--- src/rtl/hsfd_pkg.sv ---
// Shared types, codes and helpers for the heater status frame decoder.
// No dependencies; imported by every module of the block.
package hsfd_pkg;

    // Frame length defaults, in bytes including the checksum byte
    localparam int LONG_FRAME_BYTES_DEF  = 12;
    localparam int SHORT_FRAME_BYTES_DEF = 9;

    // Byte counter saturates at its all-ones value
    localparam int COUNT_W = 5;
    localparam logic [COUNT_W-1:0] COUNT_MAX = '1;

    // Frame type codes and the short D2 signature in bytes 3..6
    localparam logic [7:0] TYPE_D1 = 8'hD1;
    localparam logic [7:0] TYPE_D2 = 8'hD2;
    localparam logic [7:0] SIG_B3  = 8'h2D;
    localparam logic [7:0] SIG_B4  = 8'h07;
    localparam logic [7:0] SIG_B5  = 8'h0D;
    localparam logic [7:0] SIG_B6  = 8'hA0;

    // Temperature byte fields
    localparam logic [7:0] TEMP_WHOLE_MASK = 8'h1F;
    localparam logic [7:0] TEMP_PLUS2_BIT  = 8'h40;
    localparam logic [7:0] TEMP_SIGN_BIT   = 8'h80;

    typedef enum logic [1:0] {
        STATUS_GOOD    = 2'd0,
        STATUS_BAD_LEN = 2'd1,
        STATUS_BAD_SUM = 2'd2
    } frame_status_t;

    typedef enum logic [1:0] {
        KIND_OTHER    = 2'd0,
        KIND_LONG_D1  = 2'd1,
        KIND_LONG_D2  = 2'd2,
        KIND_SHORT_D2 = 2'd3
    } frame_kind_t;

    // Frame state as seen while the current byte is being taken,
    // with the current byte already merged into the stored bytes
    typedef struct packed {
        logic [COUNT_W-1:0] count;
        logic [7:0]         sum;
        logic               overlong;
        logic [7:0]         b0;
        logic [7:0]         b2;
        logic [7:0]         b3;
        logic [7:0]         b4;
        logic [7:0]         b5;
        logic [7:0]         b6;
        logic [7:0]         b8;
        logic [7:0]         b9;
    } frame_ctx_t;

    typedef struct packed {
        frame_status_t     status;
        logic [7:0]        type_code;
        frame_kind_t       kind;
        logic signed [7:0] inlet_temp_half;
        logic              flow_detected;
        logic signed [7:0] cond_temp_a;
        logic signed [7:0] cond_temp_b;
        logic signed [7:0] cond_temp_c;
        logic signed [7:0] cond_temp_d;
        logic [7:0]        target_temp;
    } frame_result_t;

    // Sign-magnitude temperature byte to two's complement half degrees;
    // bits 5..1 doubled plus bit 0 is simply bits 5..0
    function automatic logic signed [7:0] half_degrees(input logic [7:0] v);
        logic [7:0] mag;
        begin
            mag = {2'b00, v[5:0]};
            if ((v & TEMP_PLUS2_BIT) != 8'h00)
            begin
                mag = mag + 8'd4;
            end
            if ((v & TEMP_SIGN_BIT) != 8'h00)
            begin
                mag = 8'd0 - mag;
            end
            return mag;
        end
    endfunction

endpackage

--- src/rtl/hsfd_accum.sv ---
// Frame accumulator: byte count, running checksum, overlong flag, frame bytes.
// Depends on hsfd_pkg.
module hsfd_accum
    import hsfd_pkg::*;
#(
    parameter int LONG_FRAME_BYTES = LONG_FRAME_BYTES_DEF
)
(
    input  logic       clk,
    input  logic       rst_n,
    input  logic       step,
    input  logic [7:0] data_byte,
    input  logic       last_byte,
    output frame_ctx_t ctx
);

    localparam int IDX_W = $clog2(LONG_FRAME_BYTES);
    localparam logic [COUNT_W-1:0] STORE_LIMIT = COUNT_W'(LONG_FRAME_BYTES);

    logic [COUNT_W-1:0] count_reg;
    logic [COUNT_W-1:0] count_next;
    logic [7:0]         sum_reg;
    logic [7:0]         sum_next;
    logic               overlong_reg;
    logic               overlong_next;
    logic [7:0]         store_reg [LONG_FRAME_BYTES];

    // Read a stored byte, taking the current byte when it lands there
    function automatic logic [7:0] pick(input logic [COUNT_W-1:0] pos,
                                        input logic [7:0]         stored);
        begin
            return (count_reg == pos) ? data_byte : stored;
        end
    endfunction

    always_comb
    begin
        count_next    = count_reg;
        sum_next      = sum_reg;
        overlong_next = overlong_reg;
        if (last_byte)
        begin
            count_next    = '0;
            sum_next      = '0;
            overlong_next = 1'b0;
        end
        else
        begin
            sum_next = sum_reg + data_byte;
            if (count_reg == COUNT_MAX)
            begin
                overlong_next = 1'b1;
            end
            else
            begin
                count_next = count_reg + 1'b1;
            end
        end
    end

    always_ff @(posedge clk or negedge rst_n)
    begin
        if (!rst_n)
        begin
            count_reg    <= '0;
            sum_reg      <= '0;
            overlong_reg <= 1'b0;
        end
        else if (step)
        begin
            count_reg    <= count_next;
            sum_reg      <= sum_next;
            overlong_reg <= overlong_next;
        end
    end

    // Hold frame bytes; positions past the store are counted only
    always_ff @(posedge clk)
    begin
        if (step && (count_reg < STORE_LIMIT))
        begin
            store_reg[count_reg[IDX_W-1:0]] <= data_byte;
        end
    end

    always_comb
    begin
        ctx.count    = count_reg;
        ctx.sum      = sum_reg;
        ctx.overlong = overlong_reg;
        ctx.b0       = pick(COUNT_W'(0), store_reg[0]);
        ctx.b2       = pick(COUNT_W'(2), store_reg[2]);
        ctx.b3       = pick(COUNT_W'(3), store_reg[3]);
        ctx.b4       = pick(COUNT_W'(4), store_reg[4]);
        ctx.b5       = pick(COUNT_W'(5), store_reg[5]);
        ctx.b6       = pick(COUNT_W'(6), store_reg[6]);
        ctx.b8       = pick(COUNT_W'(8), store_reg[8]);
        ctx.b9       = pick(COUNT_W'(9), store_reg[9]);
    end

endmodule

--- src/rtl/hsfd_decode.sv ---
// Frame end checks (length, checksum) and condition field decode.
// Depends on hsfd_pkg.
module hsfd_decode
    import hsfd_pkg::*;
#(
    parameter int LONG_FRAME_BYTES  = LONG_FRAME_BYTES_DEF,
    parameter int SHORT_FRAME_BYTES = SHORT_FRAME_BYTES_DEF
)
(
    input  frame_ctx_t    ctx,
    input  logic [7:0]    checksum,
    output frame_result_t result
);

    localparam int LEN_W = COUNT_W + 1;
    localparam logic [LEN_W-1:0] LONG_LEN  = LEN_W'(LONG_FRAME_BYTES);
    localparam logic [LEN_W-1:0] SHORT_LEN = LEN_W'(SHORT_FRAME_BYTES);

    logic [LEN_W-1:0] len;
    logic             is_long;
    logic             is_short;
    logic [7:0]       expect_sum;
    logic             sig_ok;

    always_comb
    begin
        len        = {1'b0, ctx.count} + LEN_W'(1);
        is_long    = (len == LONG_LEN);
        is_short   = (len == SHORT_LEN);
        // Short frames leave the type byte out of the checksum
        expect_sum = is_short ? (ctx.sum - ctx.b0) : ctx.sum;
        sig_ok     = (ctx.b3 == SIG_B3) && (ctx.b4 == SIG_B4) &&
                     (ctx.b5 == SIG_B5) && (ctx.b6 == SIG_B6);

        result           = '0;
        result.type_code = ctx.b0;

        if (ctx.overlong || !(is_long || is_short))
        begin
            result.status = STATUS_BAD_LEN;
        end
        else if (expect_sum != checksum)
        begin
            result.status = STATUS_BAD_SUM;
        end
        else
        begin
            result.status = STATUS_GOOD;
        end

        if (result.status == STATUS_GOOD)
        begin
            if (is_long && (ctx.b0 == TYPE_D1))
            begin
                result.kind            = KIND_LONG_D1;
                result.inlet_temp_half = half_degrees(ctx.b9);
                result.flow_detected   = ctx.b3[1];
            end
            else if (is_long && (ctx.b0 == TYPE_D2))
            begin
                result.kind        = KIND_LONG_D2;
                result.cond_temp_a = half_degrees(ctx.b4);
                result.cond_temp_b = half_degrees(ctx.b6);
                result.cond_temp_c = half_degrees(ctx.b5);
                result.cond_temp_d = half_degrees(ctx.b8);
            end
            else if (is_short && (ctx.b0 == TYPE_D2) && sig_ok)
            begin
                result.kind        = KIND_SHORT_D2;
                result.target_temp = ctx.b2;
            end
            else
            begin
                result.kind = KIND_OTHER;
            end
        end
    end

endmodule

--- src/rtl/heater_status_frame_decoder_top.sv ---
// Top level of the heater status frame decoder: input register, accumulator,
// decode and result register. Depends on hsfd_pkg, hsfd_accum, hsfd_decode.
//
//   channel | signals                                        | direction
//   --------+------------------------------------------------+----------
//   in      | in_valid, in_stall, data_byte, last_byte       | request in
//   out     | out_valid, out_stall, frame_status .. target   | request out
//
// One byte request per cycle, unless a last byte waits on a stalled result. A
// byte is accepted into the input register; a last byte then writes the result
// register as it advances, which raises out_valid; the result is then held
// while out_stall is high. The running sum update and at most one store write
// per byte fit between the input and result registers.
// Reset clears the byte count, running sum, overlong flag and both valid
// flags; stored frame bytes are left as they are.
// Bytes that are not the last of a frame keep flowing while a result is held
// under out_stall; only a last byte waits for the result register to free.
module heater_status_frame_decoder_top
    import hsfd_pkg::*;
#(
    parameter int LONG_FRAME_BYTES  = LONG_FRAME_BYTES_DEF,
    parameter int SHORT_FRAME_BYTES = SHORT_FRAME_BYTES_DEF
)
(
    input  logic              clk,
    input  logic              rst_n,

    input  logic              in_valid,
    output logic              in_stall,
    input  logic [7:0]        data_byte,
    input  logic              last_byte,

    output logic              out_valid,
    input  logic              out_stall,
    output logic [1:0]        frame_status,
    output logic [7:0]        type_code,
    output logic [1:0]        frame_kind,
    output logic signed [7:0] inlet_temp_half,
    output logic              flow_detected,
    output logic signed [7:0] cond_temp_a,
    output logic signed [7:0] cond_temp_b,
    output logic signed [7:0] cond_temp_c,
    output logic signed [7:0] cond_temp_d,
    output logic [7:0]        target_temp
);

    // Input register
    logic          in_valid_reg;
    logic [7:0]    byte_reg;
    logic          last_reg;

    // Result register
    logic          out_valid_reg;
    frame_result_t result_reg;
    frame_result_t result_next;

    logic          in_take;
    logic          advance;
    frame_ctx_t    ctx;

    // Advance the held byte unless it ends a frame and the result slot is
    // still occupied by a stalled result
    always_comb
    begin
        advance  = in_valid_reg && (!last_reg || !out_valid_reg || !out_stall);
        in_stall = in_valid_reg && !advance;
        in_take  = in_valid && !in_stall;
    end

    always_ff @(posedge clk or negedge rst_n)
    begin
        if (!rst_n)
        begin
            in_valid_reg  <= 1'b0;
            out_valid_reg <= 1'b0;
        end
        else
        begin
            if (in_take)
            begin
                in_valid_reg <= 1'b1;
            end
            else if (advance)
            begin
                in_valid_reg <= 1'b0;
            end

            if (advance && last_reg)
            begin
                out_valid_reg <= 1'b1;
            end
            else if (!out_stall)
            begin
                out_valid_reg <= 1'b0;
            end
        end
    end

    always_ff @(posedge clk)
    begin
        if (in_take)
        begin
            byte_reg <= data_byte;
            last_reg <= last_byte;
        end
        if (advance && last_reg)
        begin
            result_reg <= result_next;
        end
    end

    hsfd_accum #(
        .LONG_FRAME_BYTES (LONG_FRAME_BYTES)
    ) u_accum (
        .clk       (clk),
        .rst_n     (rst_n),
        .step      (advance),
        .data_byte (byte_reg),
        .last_byte (last_reg),
        .ctx       (ctx)
    );

    hsfd_decode #(
        .LONG_FRAME_BYTES  (LONG_FRAME_BYTES),
        .SHORT_FRAME_BYTES (SHORT_FRAME_BYTES)
    ) u_decode (
        .ctx      (ctx),
        .checksum (byte_reg),
        .result   (result_next)
    );

    // Drive the result ports from the result register
    assign out_valid       = out_valid_reg;
    assign frame_status    = result_reg.status;
    assign type_code       = result_reg.type_code;
    assign frame_kind      = result_reg.kind;
    assign inlet_temp_half = result_reg.inlet_temp_half;
    assign flow_detected   = result_reg.flow_detected;
    assign cond_temp_a     = result_reg.cond_temp_a;
    assign cond_temp_b     = result_reg.cond_temp_b;
    assign cond_temp_c     = result_reg.cond_temp_c;
    assign cond_temp_d     = result_reg.cond_temp_d;
    assign target_temp     = result_reg.target_temp;

endmodule

--- config.mk ---
export PLATFORM = sky130hd
export DESIGN_NAME = heater_status_frame_decoder_top
export DESIGN_NICKNAME = d
export VERILOG_FILES = /design/src/rtl/hsfd_pkg.sv /design/src/rtl/hsfd_accum.sv /design/src/rtl/hsfd_decode.sv /design/src/rtl/heater_status_frame_decoder_top.sv
export SDC_FILE = /design/constraint.sdc
export NUM_CORES = 1
export LEC_CHECK = 0
export BUFFER_PORTS_ARGS = -buffer_cell sky130_fd_sc_hd__buf_2
export CORE_ASPECT_RATIO = 1.4
export CORE_MARGIN = 2
export CORE_UTILIZATION = 40
export CTS_CLUSTER_SIZE = 12
export DETAILED_ROUTE_END_ITERATION = 10
export PLACE_DENSITY = 0.65
export SLEW_MARGIN = 25
export SYNTH_ARGS = -nofsm -noshare
export SYNTH_HDL_FRONTEND = slang
export SYNTH_HIERARCHICAL = 1
export SYNTH_SLANG_ARGS = --single-unit
--- constraint.sdc ---
create_clock -name clk -period 8.6 [get_ports clk]
set_input_delay 0.43 -clock clk [delete_from_list [all_inputs] [get_ports clk]]
set_output_delay 0.43 -clock clk [all_outputs]
set_load 0.05 [all_outputs]
; ---- Word level (Yosys, flattened, before mapping)
; Memory sizes are Yosys's and may differ from the RTL's. A register that Yosys moved wholly into a read port is not among the register bits.
; Cells that the tools add are included.
; Widths: inputs -> output; s select.
[classes]
addsub = 14
order_cmp = 1
eq_ne = 18
muxes = 48
bitwise_logic = 3
reduce_logical = 32
[op_table]
columns = op, n
row1 = $mux 8, 33
row2 = $sub 1x8->8 const A, 5
row3 = $add 6x3->7 const B, 5
row4 = $eq 8x8->1 const B, 3
row5 = $eq 5x3->1 const B, 3
row6 = $eq 6x4->1 const B, 2
row7 = $logic_and 1x1->1, 12
row8 = $eq 5x4->1 const B, 2
row9 = $mux 5, 2
row10 = $mux 1, 9
row11 = $add 8x8->8, 1
row12 = $eq 8x3->1 const B, 1
row13 = $eq 8x4->1 const B, 1
row14 = $eq 8x6->1 const B, 1
row15 = $mux 2, 4
row16 = $ne 8x8->1, 1
row17 = $sub 8x8->8, 1
row18 = $add 5x1->6 const B, 1
row19 = $logic_not 1->1, 6
row20 = $reduce_and 2->1, 3
row21 = $add 5x1->5 const B, 1
row22 = $eq 5x2->1 const B, 1
row23 = $eq 5x5->1 const B, 1
row24 = $logic_not 5->1, 1
row25 = other kinds (10), 16
[word_totals]
reg_bits = 78
mem_bits_rw = 96
input_bits = 13
out_inout_bits = 63
wordCells = 134
mem_count = 1
[mem_list]
columns = name, depth, word_bits, read_ports, rd_clocked_by_memory_dff, wr, line_no
row1 = u_accum.store_reg, 12, 8, 8, 1, 1, hsfd_accum.sv:26  ; logic [7:0] store_reg [LONG_FRAME_BYTES];

; ---- Logic depth before layout (Yosys ltp)
[depth]
ltp_word = 11
ltp_mapped = 16
mapped_depth_nobuf = 13

; ---- Modules after synthesis
; The synthesis kept the hierarchy.
[modules_own_cells]
columns = module, n_inst, cells_each, area_each_um2, seq_area_each_um2
row1 = hsfd_accum, 1, 253, 3816.2, 2272.2
row2 = hsfd_decode, 1, 429, 2919.0, 0.0
row3 = heater_status_frame_decoder_top, 1, 82, 2200.9, 2152.1

; ---- Least setup slack after synthesis
; OpenSTA, ideal clock, no wires.
[synth_path]
path_kind = register -> register
from = register out_valid_reg, in the netlist out_valid
to = register result_reg (netlist bit cond_temp_a[0]) (enable)
setup_ns = 0.500
arrival_ns = 3.596
required_ns = 8.100
slack_ns = 4.504
stages_incl_launch_ff = 2
path_buffers = 0
period_less_slack_ns = 4.096
path_cell_list = dfrtp_1 > a21oi_1
[synth_between]
elab_chain_len = 5
[synth_lines]
columns = item, line_no
row1 = from (decl), heater_status_frame_decoder_top.sv:53  ; logic out_valid_reg;
row2 = from (signal assigned), heater_status_frame_decoder_top.sv:75  ; out_valid_reg <= 1'b0;
row3 = from (signal assigned), heater_status_frame_decoder_top.sv:90  ; out_valid_reg <= 1'b1;
row4 = from (signal assigned), heater_status_frame_decoder_top.sv:94  ; out_valid_reg <= 1'b0;
row5 = $logic_not 1->1, heater_status_frame_decoder_top.sv:65  ; advance = in_valid_reg && (!last_reg || !out_valid_reg || !out_stall);
row6 = $logic_or 1x1->1 (2 in series), heater_status_frame_decoder_top.sv:65
row7 = $logic_and 1x1->1, heater_status_frame_decoder_top.sv:65
row8 = $logic_and 1x1->1, heater_status_frame_decoder_top.sv:106  ; if (advance && last_reg)
row9 = to (signal assigned), heater_status_frame_decoder_top.sv:108  ; result_reg <= result_next;
row10 = to (decl), heater_status_frame_decoder_top.sv:54  ; frame_result_t result_reg;
; Every way passes these cells.
; A chain may end at the register's enable or synchronous reset.

==> key figures <==
Outcome
  – Outcome: finished clean

STA
  – Clock period minus worst slack: 4.74 ns
  – Normalized max-slew margin: 0.444
  – Final worst slack: 3.86 ns
  – Final setup fails: 0
  – Final Cycle Share: 0.551
  – Max Transition Viols Final: 0
  – Final Skew: 0.00963 ns
  – RSZ-0062 raised after global routing: no
  – Setup TNS: 0 ns
  – Hold Vio Cnt, Final: 0
  – Fmax: 211 MHz
  – Slew @ Worst Pin: 0.834 ns

Logic synthesis
  – Synthesized-area fraction occupied by and/or/nand/nor cells: 0.178
  – Multiplexer share of the synthesized area: 0.0919
  – Synth Flop Type: edfxtp_1
  – Register area share after synthesis: 0.495
  – EDFF count, synth: 134
  – Register bit total from synthesis: 150
  – Synth Area in XOR/XNOR: 0.0500
  – Compound-cell area share of the yosys netlist: 0.0884
  – Synth Area in Adders: 0.0507
  – Synth cell types: 70
  – Warnings from Yosys: 6
  – Syn nets: 812
  – Main combinational cell family by area after synthesis: simple AND/OR/NAND/NOR gates
  – Post-synth ARST share: 0.107
  – Synthesized area: 0.00894 mm²
  – Avg Inst Size Synth: 11.7 µm²
  – Syn Inst Count: 764

Drt
  – Detailed-route DRC error count: 0
  – Final wirelength: 19.3 mm
  – DR WL/cell: 17.0 µm
  – Initial DRC count: 505
  – Vias per inst: 5.32
  – Detailed-router iteration count before antenna repair: 5
  – Via Count: 6035
  – Routed Antenna Nets: 0

Floorplanning
  – IO Count: 76
  – Core area: 0.0219 mm²
  – Initial core utilization: 0.409
  – Die W: 130 µm
  – Die height: 181 µm
  – Die ar.: 0.0236 mm²
  – Std cell rows: 64

Placement
  – Placer Congestion: 0.825
  – Dpl cells: 1102
  – Port Buffers: 75
  – Dpl hpwl: 12.8 mm
  – Post-placement cell area: 0.00956 mm²
  – Setup WS pre-CTS: 3.93 ns

Worst hold path
  – Hold WC Path Type: input port to register
  – Hold endpoint: byte_reg[2]
  – Hold path depth: 1
  – Hold Crit Start: data_byte[2]

Power and ir drop
  – Peak supply drop: 0.141 mV
  – P_leak: 3.68 nW
  – Pwr dens: 217 mW/mm²

Clock network
  – Worst-path clk slew: 0.07 ns
  – Num CTS Buffers: 17
  – CTS Root Cell: clkbuf_16
  – Post-CTS setup buffers: 0
  – H-tree depth: 4
  – CTS tree: yes
  – Longest Clk Path Bufs: 2
  – Clock Latency Late Sink: 0.42 ns
  – Sinks on the clock net: 150

Critical path
  – Worst Reg-to-Reg Cells: 14
  – CP cell instances: inv_1 -> ha_1 -> nand2b_4 -> nor3_2 -> mux2_2 -> ha_1 -> fa_1 -> nand2b_1 -> a21o_1 -> a21oi_2 -> a41oi_1 -> or4_2 -> buf_4 -> nor4_1
  – Most used cell, CP: ha_1
  – CP Capture Type: register
  – Critical path data required time: 8.82 ns
  – Reg2Reg Capture Point: cond_temp_d[0]
  – Internal reg-to-reg setup slack: 3.86 ns
  – Setup CP Type: register to register
  – Worst Path Arrival: 4.96 ns
  – Crit path launch type: register
  – Max stage delay on crit path: 0.67 ns
  – Slowest CP cell: or4_2
  – RR Startpoint: u_accum/count_reg[0]
  – Worst-path maximum fanout: 52

Flow run
  – Max Cap Viol: 0

Layout
  – Final cell count without fillers: 1135
  – Area Growth Syn to Fin: 14.2%
  – Largest register FFs: 64
  – Design area: 0.0102 mm²
  – Nets@finish: 873
  – Filler Cell Count: 1957
  – Antenna diodes: 0
  – Commonest non-fill, non-tap cell in the layout: edfxtp_1
  – Layout cells sized above 1: 0.273
  – Most frequent cells in the layout: 134 x edfxtp_1, 75 x buf_2, 64 x mux2_2

GRT
  – Initial antenna violation count: 0
  – Largest net degree at the start of global routing: 62
  – GRT Total Usage: 0.170
  – Global route overflow: 0
  – First-pass GRT wire length: 31.1 mm
  – Vias in the first global route: 5953
layout make-up:
class	instances	area (µm²)	area share
flip-flops and latches	150	4420	0.434
multi-input cells	527	4140	0.406
repair buffers	91	498	0.0488
clock buffers	17	425	0.0417
well taps	297	372	0.0364
clock inverters	15	204	0.0200
inverters	38	143	0.0140
cells in the mapped netlist (8+ instances only):
| cell type | count | area share |
|---|---|---|
| a21oi_1 | 27 | 0.015 |
| nor3_1 | 43 | 0.024 |
| mux2_2 | 64 | 0.081 |
| and3_1 | 8 | 0.0056 |
| inv_1 | 38 | 0.016 |
| or3_1 | 16 | 0.011 |
| nand2b_1 | 16 | 0.011 |
| edfxtp_1 | 134 | 0.45 |
| xnor2_1 | 30 | 0.029 |
| o21ai_0 | 19 | 0.011 |
| xor2_1 | 21 | 0.021 |
| ha_1 | 33 | 0.046 |
| nand2_1 | 42 | 0.018 |
| buf_2 | 11 | 0.0062 |
| mux2i_1 | 10 | 0.011 |
| nor4_2 | 21 | 0.029 |
| nand3_1 | 21 | 0.012 |
| buf_4 | 11 | 0.0092 |
| dfrtp_1 | 16 | 0.045 |
| nand4_1 | 8 | 0.0056 |
| clkbuf_1 | 23 | 0.0097 |
| nor2_1 | 19 | 0.0080 |
power by group:
group	leakage [nW]	internal [mW]	total, mW	switching, mW
Combinational	1.92	0.195	0.544	0.349
Sequential	1.46	0.843	0.879	0.0358
Clock	0.308	0.471	0.794	0.323
routing by layer:
layer / vias up / wire length [µm] / track usage
li1: 2989 / - / -
met1: 2895 / 7990 / 0.202
met2: 128 / 10100 / 0.298
met3: 23 / 762 / 0.0290
met4: 0 / 419 / 0.0761
met5: - / 0 / 0
repair_timing:
action / in CTS / in global routing
resized for setup: 0 / 0
hold buffers: 1 / 0
endpoints found under the hold margin: 16 / 0
setup endpoints to repair: 0 / 0
kinds of logic after synthesis:
group                      Yosys count
adders and majority gates           35
AOI/OAI and AO/OA                  116
muxes                               74
buffers and inverters               87
and+or+nand+nor                    251
xor gates and xnor gates            51
DFF                                150
critical path, delay by kind of cell, from the launching register on:
family	cells	cell delay [ns]
muxes	1	0.45
buffers and inverters	2	0.49
adders and majority gates	3	0.87
AOI/OAI and AO/OA	3	0.46
and+or+nand+nor	5	1.80
DFF	1	0.45
per-stage QoR:
stage	power (mW)	hold WS, ns	util
2_1_floorplan	1.34	0.134	-
3_3_place_gp	1.43	0.376	0.437
3_5_place_dp	1.44	0.383	0.437
4_1_cts	2.24	0.153	0.467
5_1_grt	2.32	0.159	0.467
6_report	2.22	0.182	0.467
worst max path at each step:
stage	cells past startpoint	from	slack [ns]	end
after CTS	14	u_accum/count_reg[0]	3.89	cond_temp_d[0]
after detailed placement	14	u_accum/count_reg[0]	3.93	cond_temp_d[0]
after global placement	14	u_accum/count_reg[0]	4.08	frame_status[1]
after floorplan	1	out_valid	4.50	cond_temp_a[0]
after global routing	14	u_accum/count_reg[0]	3.52	cond_temp_d[0]
final	14	u_accum/count_reg[0]	3.86	cond_temp_d[0]
Note: power is estimated with default switching activity, not from simulation.
